**config.mk**
```make
export PLATFORM = sky130hd
export DESIGN_NAME = fragment_coverage_tracker
export DESIGN_NICKNAME = d
export VERILOG_FILES = /design/src/hdl/ftc_pkg.sv /design/src/hdl/ftc_cell.sv /design/src/hdl/ftc_merge.sv /design/src/hdl/fragment_coverage_tracker.sv
export SDC_FILE = /design/constraint.sdc
export NUM_CORES = 2
export LEC_CHECK = 0
export ABC_AREA = 1
export BUFFER_PORTS_ARGS = -buffer_cell sky130_fd_sc_hd__clkbuf_2
export CAP_MARGIN = 0
export CORE_MARGIN = 2
export CORE_UTILIZATION = 38
export CTS_CLUSTER_DIAMETER = 100
export DETAILED_ROUTE_END_ITERATION = 10
export PLACE_DENSITY = 0.53
export SETUP_SLACK_MARGIN = 0.1
export SLEW_MARGIN = 5
export SYNTH_ARGS = -nofsm -noshare
export SYNTH_HDL_FRONTEND = slang
export SYNTH_HIERARCHICAL = 1
export SYNTH_SLANG_ARGS = --single-unit
```
**constraint.sdc**
```tcl
create_clock -name clk_i -period 51.5 [get_ports clk_i]
set_clock_uncertainty 0.05 [all_clocks]
set_input_delay 2.575 -clock clk_i [delete_from_list [all_inputs] [get_ports clk_i]]
set_output_delay 2.575 -clock clk_i [all_outputs]
set_load 0.005 [all_outputs]
```
**src/hdl/ftc_pkg.sv**
```systemverilog
// Package for the fragment coverage tracker.
// Holds field widths, reset values, status codes and the payload and control structs.
// No dependencies.
package ftc_pkg;

  localparam int OffsetW = 24;
  localparam int LengthW = 16;
  localparam int CountW  = 5;

  localparam int MaxIntervalsDefault = 16;

  localparam logic [OffsetW-1:0] ChunkSizeReset = 24'd1024;

  // result status codes
  typedef enum logic [1:0] {
    StAccepted  = 2'd0,
    StListFull  = 2'd1,
    StBeyondEnd = 2'd2
  } status_e;

  // one interval [start, stop)
  typedef struct packed {
    logic [OffsetW-1:0] start;
    logic [OffsetW-1:0] stop;
  } ival_t;

  typedef struct packed {
    logic               begin_chunk;
    logic [OffsetW-1:0] frag_offset;
    logic [LengthW-1:0] frag_length;
  } in_item_t;

  typedef struct packed {
    logic              chunk_complete;
    logic [CountW-1:0] interval_count;
    status_e           status;
  } out_item_t;

  // controls shared by every cell of the chain
  typedef struct packed {
    logic rotate;
    logic emit;
    logic commit;
  } cell_ctl_t;

  // controls of the merge unit
  typedef struct packed {
    logic init;
    logic step;
    logic valid;
    logic last;
  } merge_ctl_t;

  // interval leaving the merge unit
  typedef struct packed {
    logic  valid;
    ival_t ival;
  } emit_t;

endpackage

```
**src/hdl/ftc_cell.sv**
```systemverilog
// One cell of the interval chain: a list entry that rotates and a scratch entry that shifts.
// Depends on ftc_pkg.
module ftc_cell (
  input  logic              clk_i,
  input  ftc_pkg::cell_ctl_t ctl_i,
  input  ftc_pkg::ival_t    list_i,
  input  ftc_pkg::ival_t    scr_i,
  output ftc_pkg::ival_t    list_o,
  output ftc_pkg::ival_t    scr_o
);

  ftc_pkg::ival_t list_q;
  ftc_pkg::ival_t scr_q;

  // rotate the list, or take the rebuilt entry on commit
  always_ff @(posedge clk_i) begin
    if (ctl_i.commit) begin
      list_q <= scr_q;
    end else if (ctl_i.rotate) begin
      list_q <= list_i;
    end
  end

  // shift the scratch row when the merge unit emits
  always_ff @(posedge clk_i) begin
    if (ctl_i.emit) begin
      scr_q <= scr_i;
    end
  end

  assign list_o = list_q;
  assign scr_o  = scr_q;

endmodule

```
**src/hdl/ftc_merge.sv**
```systemverilog
// Merge unit at the end of the interval chain: folds the new fragment into the list,
// which it sees from the highest interval down. Depends on ftc_pkg.
module ftc_merge (
  input  logic                clk_i,
  input  logic                rst_ni,
  input  ftc_pkg::merge_ctl_t ctl_i,
  input  ftc_pkg::ival_t      frag_i,
  input  ftc_pkg::ival_t      entry_i,
  output ftc_pkg::emit_t      emit_o
);

  ftc_pkg::ival_t hold_q, hold_d;
  logic           placed_q, placed_d;

  // decide what leaves the unit and what it keeps
  always_comb begin
    hold_d      = hold_q;
    placed_d    = placed_q;
    emit_o      = '0;
    emit_o.ival = hold_q;
    if (ctl_i.init) begin
      hold_d   = frag_i;
      placed_d = 1'b0;
    end else if (ctl_i.step && ctl_i.valid) begin
      if (placed_q) begin
        // pass the remaining lower intervals through, one behind
        emit_o.valid = 1'b1;
        hold_d       = entry_i;
      end else if (entry_i.start > hold_q.stop) begin
        // interval lies above the fragment
        emit_o.valid = 1'b1;
        emit_o.ival  = entry_i;
      end else if (entry_i.stop < hold_q.start) begin
        // first interval below: place the merged fragment
        emit_o.valid = 1'b1;
        hold_d       = entry_i;
        placed_d     = 1'b1;
      end else begin
        // overlapping or touching: join
        if (entry_i.start < hold_q.start) hold_d.start = entry_i.start;
        if (entry_i.stop > hold_q.stop) hold_d.stop = entry_i.stop;
      end
    end else if (ctl_i.last) begin
      emit_o.valid = 1'b1;
    end
  end

  always_ff @(posedge clk_i or negedge rst_ni) begin
    if (!rst_ni) begin
      placed_q <= 1'b0;
    end else begin
      placed_q <= placed_d;
    end
  end

  always_ff @(posedge clk_i) begin
    hold_q <= hold_d;
  end

endmodule

```
**src/hdl/fragment_coverage_tracker.sv**
```systemverilog
// Top level of the fragment coverage tracker: control sequencer, cell chain and merge unit.
// Depends on ftc_pkg, ftc_cell and ftc_merge.
//
// Tracks which byte ranges of one chunk have arrived as a sorted list of up to MaxIntervals
// disjoint intervals held in a chain of cells. For a fragment that needs merging, the list
// rotates once around the cell chain past the merge unit, one interval per cycle; then the
// merge unit is flushed, the result is committed and written, and the sequencer returns to
// idle, where the next fragment is taken. Empty fragments and fragments beyond the chunk end
// skip the rotation and go straight to writing the result. The commit step waits while a
// stalled result still holds the output register. One fragment is processed at a time; the
// next is taken while a finished result waits in the output register. Results come in order,
// one per fragment.
module fragment_coverage_tracker #(
  parameter int MaxIntervals = ftc_pkg::MaxIntervalsDefault
) (
  input  logic                          clk_i,
  input  logic                          rst_ni,
  input  logic                          cfg_we_i,
  input  logic [ftc_pkg::OffsetW-1:0]   cfg_wdata_i,
  input  logic                          in_valid_i,
  output logic                          in_stall_o,
  input  ftc_pkg::in_item_t             in_data_i,
  output logic                          out_valid_o,
  input  logic                          out_stall_i,
  output ftc_pkg::out_item_t            out_data_o
);

  localparam int CntW = $clog2(MaxIntervals + 2);
  localparam logic [CntW-1:0] NCnt      = CntW'(MaxIntervals);
  localparam logic [CntW-1:0] NPlusOne  = CntW'(MaxIntervals + 1);

  typedef enum logic [1:0] {
    StIdle,
    StScan,
    StFinish
  } state_e;

  state_e                       state_q, state_d;
  logic [ftc_pkg::OffsetW-1:0]  chunk_q, chunk_d;
  logic [CntW-1:0]              used_q, used_d;
  logic [CntW-1:0]              step_q, step_d;
  logic [CntW-1:0]              emit_cnt_q, emit_cnt_d;
  logic                         done_q, done_d;
  logic                         scan_q, scan_d;
  ftc_pkg::status_e             status_q, status_d;
  logic                         out_valid_q, out_valid_d;
  ftc_pkg::out_item_t           out_q, out_d;

  ftc_pkg::cell_ctl_t           cell_ctl;
  ftc_pkg::merge_ctl_t          merge_ctl;
  ftc_pkg::emit_t               emit;
  ftc_pkg::ival_t               frag;
  ftc_pkg::ival_t               list_w [MaxIntervals];
  ftc_pkg::ival_t               scr_w  [MaxIntervals];

  logic [ftc_pkg::OffsetW:0]    frag_sum;
  logic                         in_xfer;
  logic                         out_free;
  logic                         commit;
  logic [CntW-1:0]              fin_cnt;
  ftc_pkg::ival_t               fin_head;
  logic [CntW+ftc_pkg::CountW-1:0] cnt_ext;

  // fragment end, one bit wider to catch overflow past the chunk
  assign frag_sum   = {1'b0, in_data_i.frag_offset}
                    + {{(ftc_pkg::OffsetW + 1 - ftc_pkg::LengthW){1'b0}}, in_data_i.frag_length};
  assign frag.start = in_data_i.frag_offset;
  assign frag.stop  = frag_sum[ftc_pkg::OffsetW-1:0];

  assign in_xfer  = in_valid_i && (state_q == StIdle);
  assign out_free = !out_valid_q || !out_stall_i;

  // sequence one fragment through the chain
  always_comb begin
    state_d     = state_q;
    chunk_d     = cfg_we_i ? cfg_wdata_i : chunk_q;
    used_d      = used_q;
    step_d      = step_q;
    emit_cnt_d  = emit_cnt_q;
    done_d      = done_q;
    scan_d      = scan_q;
    status_d    = status_q;
    out_valid_d = out_valid_q && out_stall_i;
    out_d       = out_q;
    cell_ctl    = '0;
    merge_ctl   = '0;
    commit      = 1'b0;
    fin_cnt     = used_q;
    fin_head    = list_w[0];
    cnt_ext     = '0;

    unique case (state_q)
      StIdle: begin
        if (in_xfer) begin
          if (in_data_i.begin_chunk) begin
            used_d = '0;
            done_d = 1'b0;
          end
          step_d     = '0;
          emit_cnt_d = '0;
          status_d   = ftc_pkg::StAccepted;
          if (in_data_i.frag_length == '0) begin
            scan_d  = 1'b0;
            state_d = StFinish;
          end else if (frag_sum > {1'b0, chunk_q}) begin
            scan_d   = 1'b0;
            status_d = ftc_pkg::StBeyondEnd;
            state_d  = StFinish;
          end else begin
            scan_d         = 1'b1;
            merge_ctl.init = 1'b1;
            state_d        = StScan;
          end
        end
      end

      StScan: begin
        if (step_q == NCnt) begin
          // flush the interval still held in the merge unit
          merge_ctl.last = 1'b1;
          state_d        = StFinish;
        end else begin
          cell_ctl.rotate = 1'b1;
          merge_ctl.step  = 1'b1;
          merge_ctl.valid = ({1'b0, step_q} + {1'b0, used_q}) >= {1'b0, NCnt};
          step_d          = step_q + 1'b1;
        end
        cell_ctl.emit = emit.valid;
        if (emit.valid && (emit_cnt_q != NPlusOne)) begin
          emit_cnt_d = emit_cnt_q + 1'b1;
        end
      end

      StFinish: begin
        if (out_free) begin
          commit          = scan_q && (emit_cnt_q <= NCnt);
          cell_ctl.commit = commit;
          if (commit) begin
            fin_cnt  = emit_cnt_q;
            fin_head = scr_w[0];
          end
          used_d = fin_cnt;
          done_d = done_q || ((fin_cnt != '0) && (fin_head.start == '0)
                              && (fin_head.stop == chunk_q));
          cnt_ext                  = {{ftc_pkg::CountW{1'b0}}, fin_cnt};
          out_d.chunk_complete     = done_d;
          out_d.interval_count     = cnt_ext[ftc_pkg::CountW-1:0];
          out_d.status             = (scan_q && !commit) ? ftc_pkg::StListFull : status_q;
          out_valid_d              = 1'b1;
          state_d                  = StIdle;
        end
      end

      default: state_d = StIdle;
    endcase
  end

  // hold state, counters, register and result
  always_ff @(posedge clk_i or negedge rst_ni) begin
    if (!rst_ni) begin
      state_q     <= StIdle;
      chunk_q     <= ftc_pkg::ChunkSizeReset;
      used_q      <= '0;
      step_q      <= '0;
      emit_cnt_q  <= '0;
      done_q      <= 1'b0;
      scan_q      <= 1'b0;
      status_q    <= ftc_pkg::StAccepted;
      out_valid_q <= 1'b0;
      out_q       <= '0;
    end else begin
      state_q     <= state_d;
      chunk_q     <= chunk_d;
      used_q      <= used_d;
      step_q      <= step_d;
      emit_cnt_q  <= emit_cnt_d;
      done_q      <= done_d;
      scan_q      <= scan_d;
      status_q    <= status_d;
      out_valid_q <= out_valid_d;
      out_q       <= out_d;
    end
  end

  // merge unit reads the last cell of the chain
  ftc_merge u_merge (
    .clk_i   (clk_i),
    .rst_ni  (rst_ni),
    .ctl_i   (merge_ctl),
    .frag_i  (frag),
    .entry_i (list_w[MaxIntervals-1]),
    .emit_o  (emit)
  );

  // chain of cells: list rotates toward the end, scratch fills from the head
  for (genvar i = 0; i < MaxIntervals; i++) begin : g_cell
    ftc_pkg::ival_t list_in;
    ftc_pkg::ival_t scr_in;
    if (i == 0) begin : g_head
      assign list_in = list_w[MaxIntervals-1];
      assign scr_in  = emit.ival;
    end else begin : g_body
      assign list_in = list_w[i-1];
      assign scr_in  = scr_w[i-1];
    end
    ftc_cell u_cell (
      .clk_i  (clk_i),
      .ctl_i  (cell_ctl),
      .list_i (list_in),
      .scr_i  (scr_in),
      .list_o (list_w[i]),
      .scr_o  (scr_w[i])
    );
  end

  assign in_stall_o  = (state_q != StIdle);
  assign out_valid_o = out_valid_q;
  assign out_data_o  = out_q;

endmodule

```
==> qor_table.md <==
| Quantity | Reported |
| --- | --- |
| Latest clock arrival within the worst-skew pair | 800 ps |
| Start of the worst register-to-register path | chunk_q[10]$_DFFE_PN1P_ |
| Library cell with the largest summed area after synthesis | edfxtp_1 |
| Count of unique library cells instantiated by Yosys | 39 |
| Sequential cell area | 0.04892 sq mm |
| Vias in the first global route | 38,300 |
| Most utilized layer in the global route result | met2 |
| Unrepaired setup endpoints after global routing | false |
| Post-CTS setup buffers | 0 |
| ANT nets after route | 0 |
| CTS Hold Buffers Added | 0 |
| Worst Path Max Fanout | 68 |
| Final nets | 5,827 |
| Kind of start point of the critical path | primary input |
| Drt via density | 4.849 |
| Sinks on the clock net | 1,638 |
| Worst IR Drop VDD | 32.31 uV |
| Number of placed instances with taps included | 7,766 |
| Synthesis Warnings | 6 |
| Worst min path class | flop to flop |
| Site row count | 153 |
| Core box area | 0.1734 sq mm |
| CTS tree | done |
| Placed standard-cell area | 0.06836 sq mm |
| Final critical-path required period | 9659 ps |
| Leakage power summed over all cells | 29.32 nW |
| Worst path setup slack after routing | 41,840 ps |
| Post-route worst hold slack | 387.4 ps |
| Sequential area share after synthesis | 73.94% |
| Grt met1 use | 27.38% |
| Startpoint of the tightest hold check path | g_cell[5].u_cell/scr_o[40]$_DFFE_PP_ |
| Cell area after layout | 0.07362 sq mm |
| Gate count of the mapped netlist | 5,531 |
| Critical-path cell with the highest stage delay | buf_4 |
| Post-Route Setup TNS | 0 ps |
| Longest Clk Path Bufs | 3 |
| DIE WIDTH | 421.3 um |
| Yosys top cell area share | 71.89% |
| Fraction of met3 tracks used by global routing | 3.268% |
| Overall track demand over capacity in global routing | 20.05% |
| Max transition margin | 25.92% |
| Synth Area in Adders | 2.735% |
| Asr flop ratio synth | 3.297% |
| Root Driver | clkbuf_16 |
| Met2 routing resource usage after global routing | 32.24% |
| Filler cells | 16,230 |
| Detailed-route via count | 39,140 |
| Critical path endpoint category | flop |
| Number of standard cells in the final layout excluding fillers | 8,072 |
| Fraction of the cycle the final worst path needs | 18.76% |
| # setup viols final | 0 |
| Run status | finished, final reports clean |
| Starting Density | 38.15% |
| Fraction of final layout cells sized beyond drive strength 1 | 6.944% |
| Antenna violations before repair | 8 |
| Maximum number of pins on one net before global-route repair | 156 |
| Overall power of the completed layout | 4.358 mW |
| Critical setup path kind | primary input to flop |
| Largest stage delay on the critical path | 880 ps |
| Post-layout util | 42.45% |
| Register clock-pin slew on the reported worst setup and hold paths | 60 ps |
| Maximum capacitance violations | 0 |
| Commonest cells after routing, fill and taps aside | nand2_1 (2,929), edfxtp_1 (1,584), inv_1 (175) |
| DRC | 0 |
| I/O Buffers | 79 |
| First-pass GRT wire length | 261,500 um |
| Most used flip-flop cell after synthesis | edfxtp_1 |
| Slew Limit Fails | 0 |
| Power density cells | 59.19 mW/mm^2 |
| Number of top-level pins | 80 |
| Routed wire per std cell | 22.27 um |
| Netlist Area Pre-Place | 0.06616 sq mm |
| Main combinational cell family by area after synthesis | simple AND/OR/NAND/NOR gates |
| FF+latch count, synth | 1,638 |
| Worst endpoint data arrival time | 10,020 ps |
| Synthesized-area fraction occupied by ao, oa, aoi and oai cells | 1.428% |
| Cell type with the highest occurrence count on the critical path | nand2_1 |
| Number of flops mapped to enable cells by yosys | 1,584 |
| Max H-tree Level | 4 |
| Gates resized, CTS repair | 0 |
| Tightest Pin Transition | 1110 ps |
| Synth Area per Inst | 11.96 sq um |
| Post-synthesis mux area share | 0% |
| Syn-to-layout area delta | 11.27% |
| Worst path required time | 51,860 ps |
| Worst Setup SP | in_data_i[0] |
| Worst slack after detailed placement | 40,890 ps |
| Routed WL | 179,800 um |
| Synthesized-area fraction occupied by xor and xnor cells | 0.3442% |
| Maximum clock frequency | 103.5 MHz |
| Number of buffers created by CTS | 170 |
| Final weighted congestion of routability-driven global placement | 0.8585 |
| Multi-input logic area | 0.01506 sq mm |
| Die ar. | 0.1775 sq mm |
| First-pass detailed-route iteration total | 6 |
| Violation count after the first detailed-route iteration | 4,044 |
| Basic-gate share of the synthesized area counting and, or, nand and nor cells | 18.19% |
| Top cells by area, synth | edfxtp_1 (72%), nand2_1 (17%), ha_1 (2.7%) |
| Synthesized netlist net count | 5,745 |
| Hold Violations, Final | 0 |
| Total congestion overflow | 0 |
| Detailed-placement wirelength estimate | 119,400 um |
| Die Y-Extent | 421.3 um |
| Leading cell type in the layout, fill and taps excluded | nand2_1 |
-- where the power goes --
part	switching (mW)	total [mW]	internal [mW]
logic	0.747	1.00	0.254
registers	0.191	2.17	1.98
clock network	0.510	1.18	0.672
-- final cells by class --
| cell class | count | share of cell area (%) |
|---|---|---|
| multi-input combinational | 3492 | 20.46 |
| clock buffer | 216 | 6.113 |
| antenna | 1 | 0.003399 |
| clock inverter | 89 | 1.035 |
| tap | 2325 | 3.951 |
| sequential | 1638 | 66.45 |
| inverter | 192 | 0.9789 |
| timing repair buffer | 119 | 1.013 |
-- worst paths after layout --
| check | slack (ps) | cells past startpoint | end |
|---|---|---|---|
| max | 41840 | 33 | g_cell[11].u_cell/scr_o[44]$_DFFE_PP_ |
| min | 390 | 0 | g_cell[6].u_cell/scr_o[40]$_DFFE_PP_ |
| max reg2reg | 44940 | 21 | g_cell[11].u_cell/scr_o[44]$_DFFE_PP_ |
| min reg2reg | 390 | 0 | g_cell[6].u_cell/scr_o[40]$_DFFE_PP_ |
| max in group asynchronous | 49040 | 2 | chunk_q[15]$_DFFE_PN0P_ |
| min in group asynchronous | 1860 | 2 | step_q[2]$_DFFE_PN0P_ |
-- layer usage --
layer	vias up	wire length [um]
met5	-	0
met4	0	6450
met3	243	11140
met2	1246	84460
met1	19040	77750
li1	18610	-
-- synthesized netlist by cell type (15+ instances only) --
| cell | number |
|---|---|
| a21oi_1 | 73 |
| buf_2 | 103 |
| buf_4 | 21 |
| buf_6 | 68 |
| clkbuf_1 | 15 |
| dfrtp_1 | 53 |
| edfxtp_1 | 1584 |
| ha_1 | 143 |
| inv_1 | 175 |
| inv_2 | 16 |
| nand2_1 | 2929 |
| nand3_1 | 45 |
| nand4_1 | 19 |
| nor2_1 | 107 |
| o21ai_0 | 69 |
| or2_1 | 16 |
| xor2_1 | 18 |
-- state kept, by name (all words and copies together) (netlist names) --
signal	cells
emit_cnt_q	5
done_q	1
scan_q	1
u_merge/placed_q	1
out_valid_o	1
out_data_o	8
used_q	5
g_cell.u_cell/scr_o	768
chunk_q	24
status_q	1
u_merge/hold_q	48
state_q	2
g_cell.u_cell/list_o	768
step_q	5
-- worst max-delay path, delay by kind of cell --
family | cells | cell delay (ps)
fa+ha+maj | 3 | 790
xor+xnor | 1 | 250
compound gates | 3 | 570
simple gates | 15 | 1730
buf+inv | 11 | 3810
-- cells by family after synthesis --
logic type | count (synthesis)
AO/OA/AOI/OAI | 175
XOR/XNOR | 26
adder cells (fa/ha/maj) | 144
buffers and inverters | 401
flip-flops | 1638
AND/OR/NAND/NOR | 3147
(Power assumes the default switching activity.)
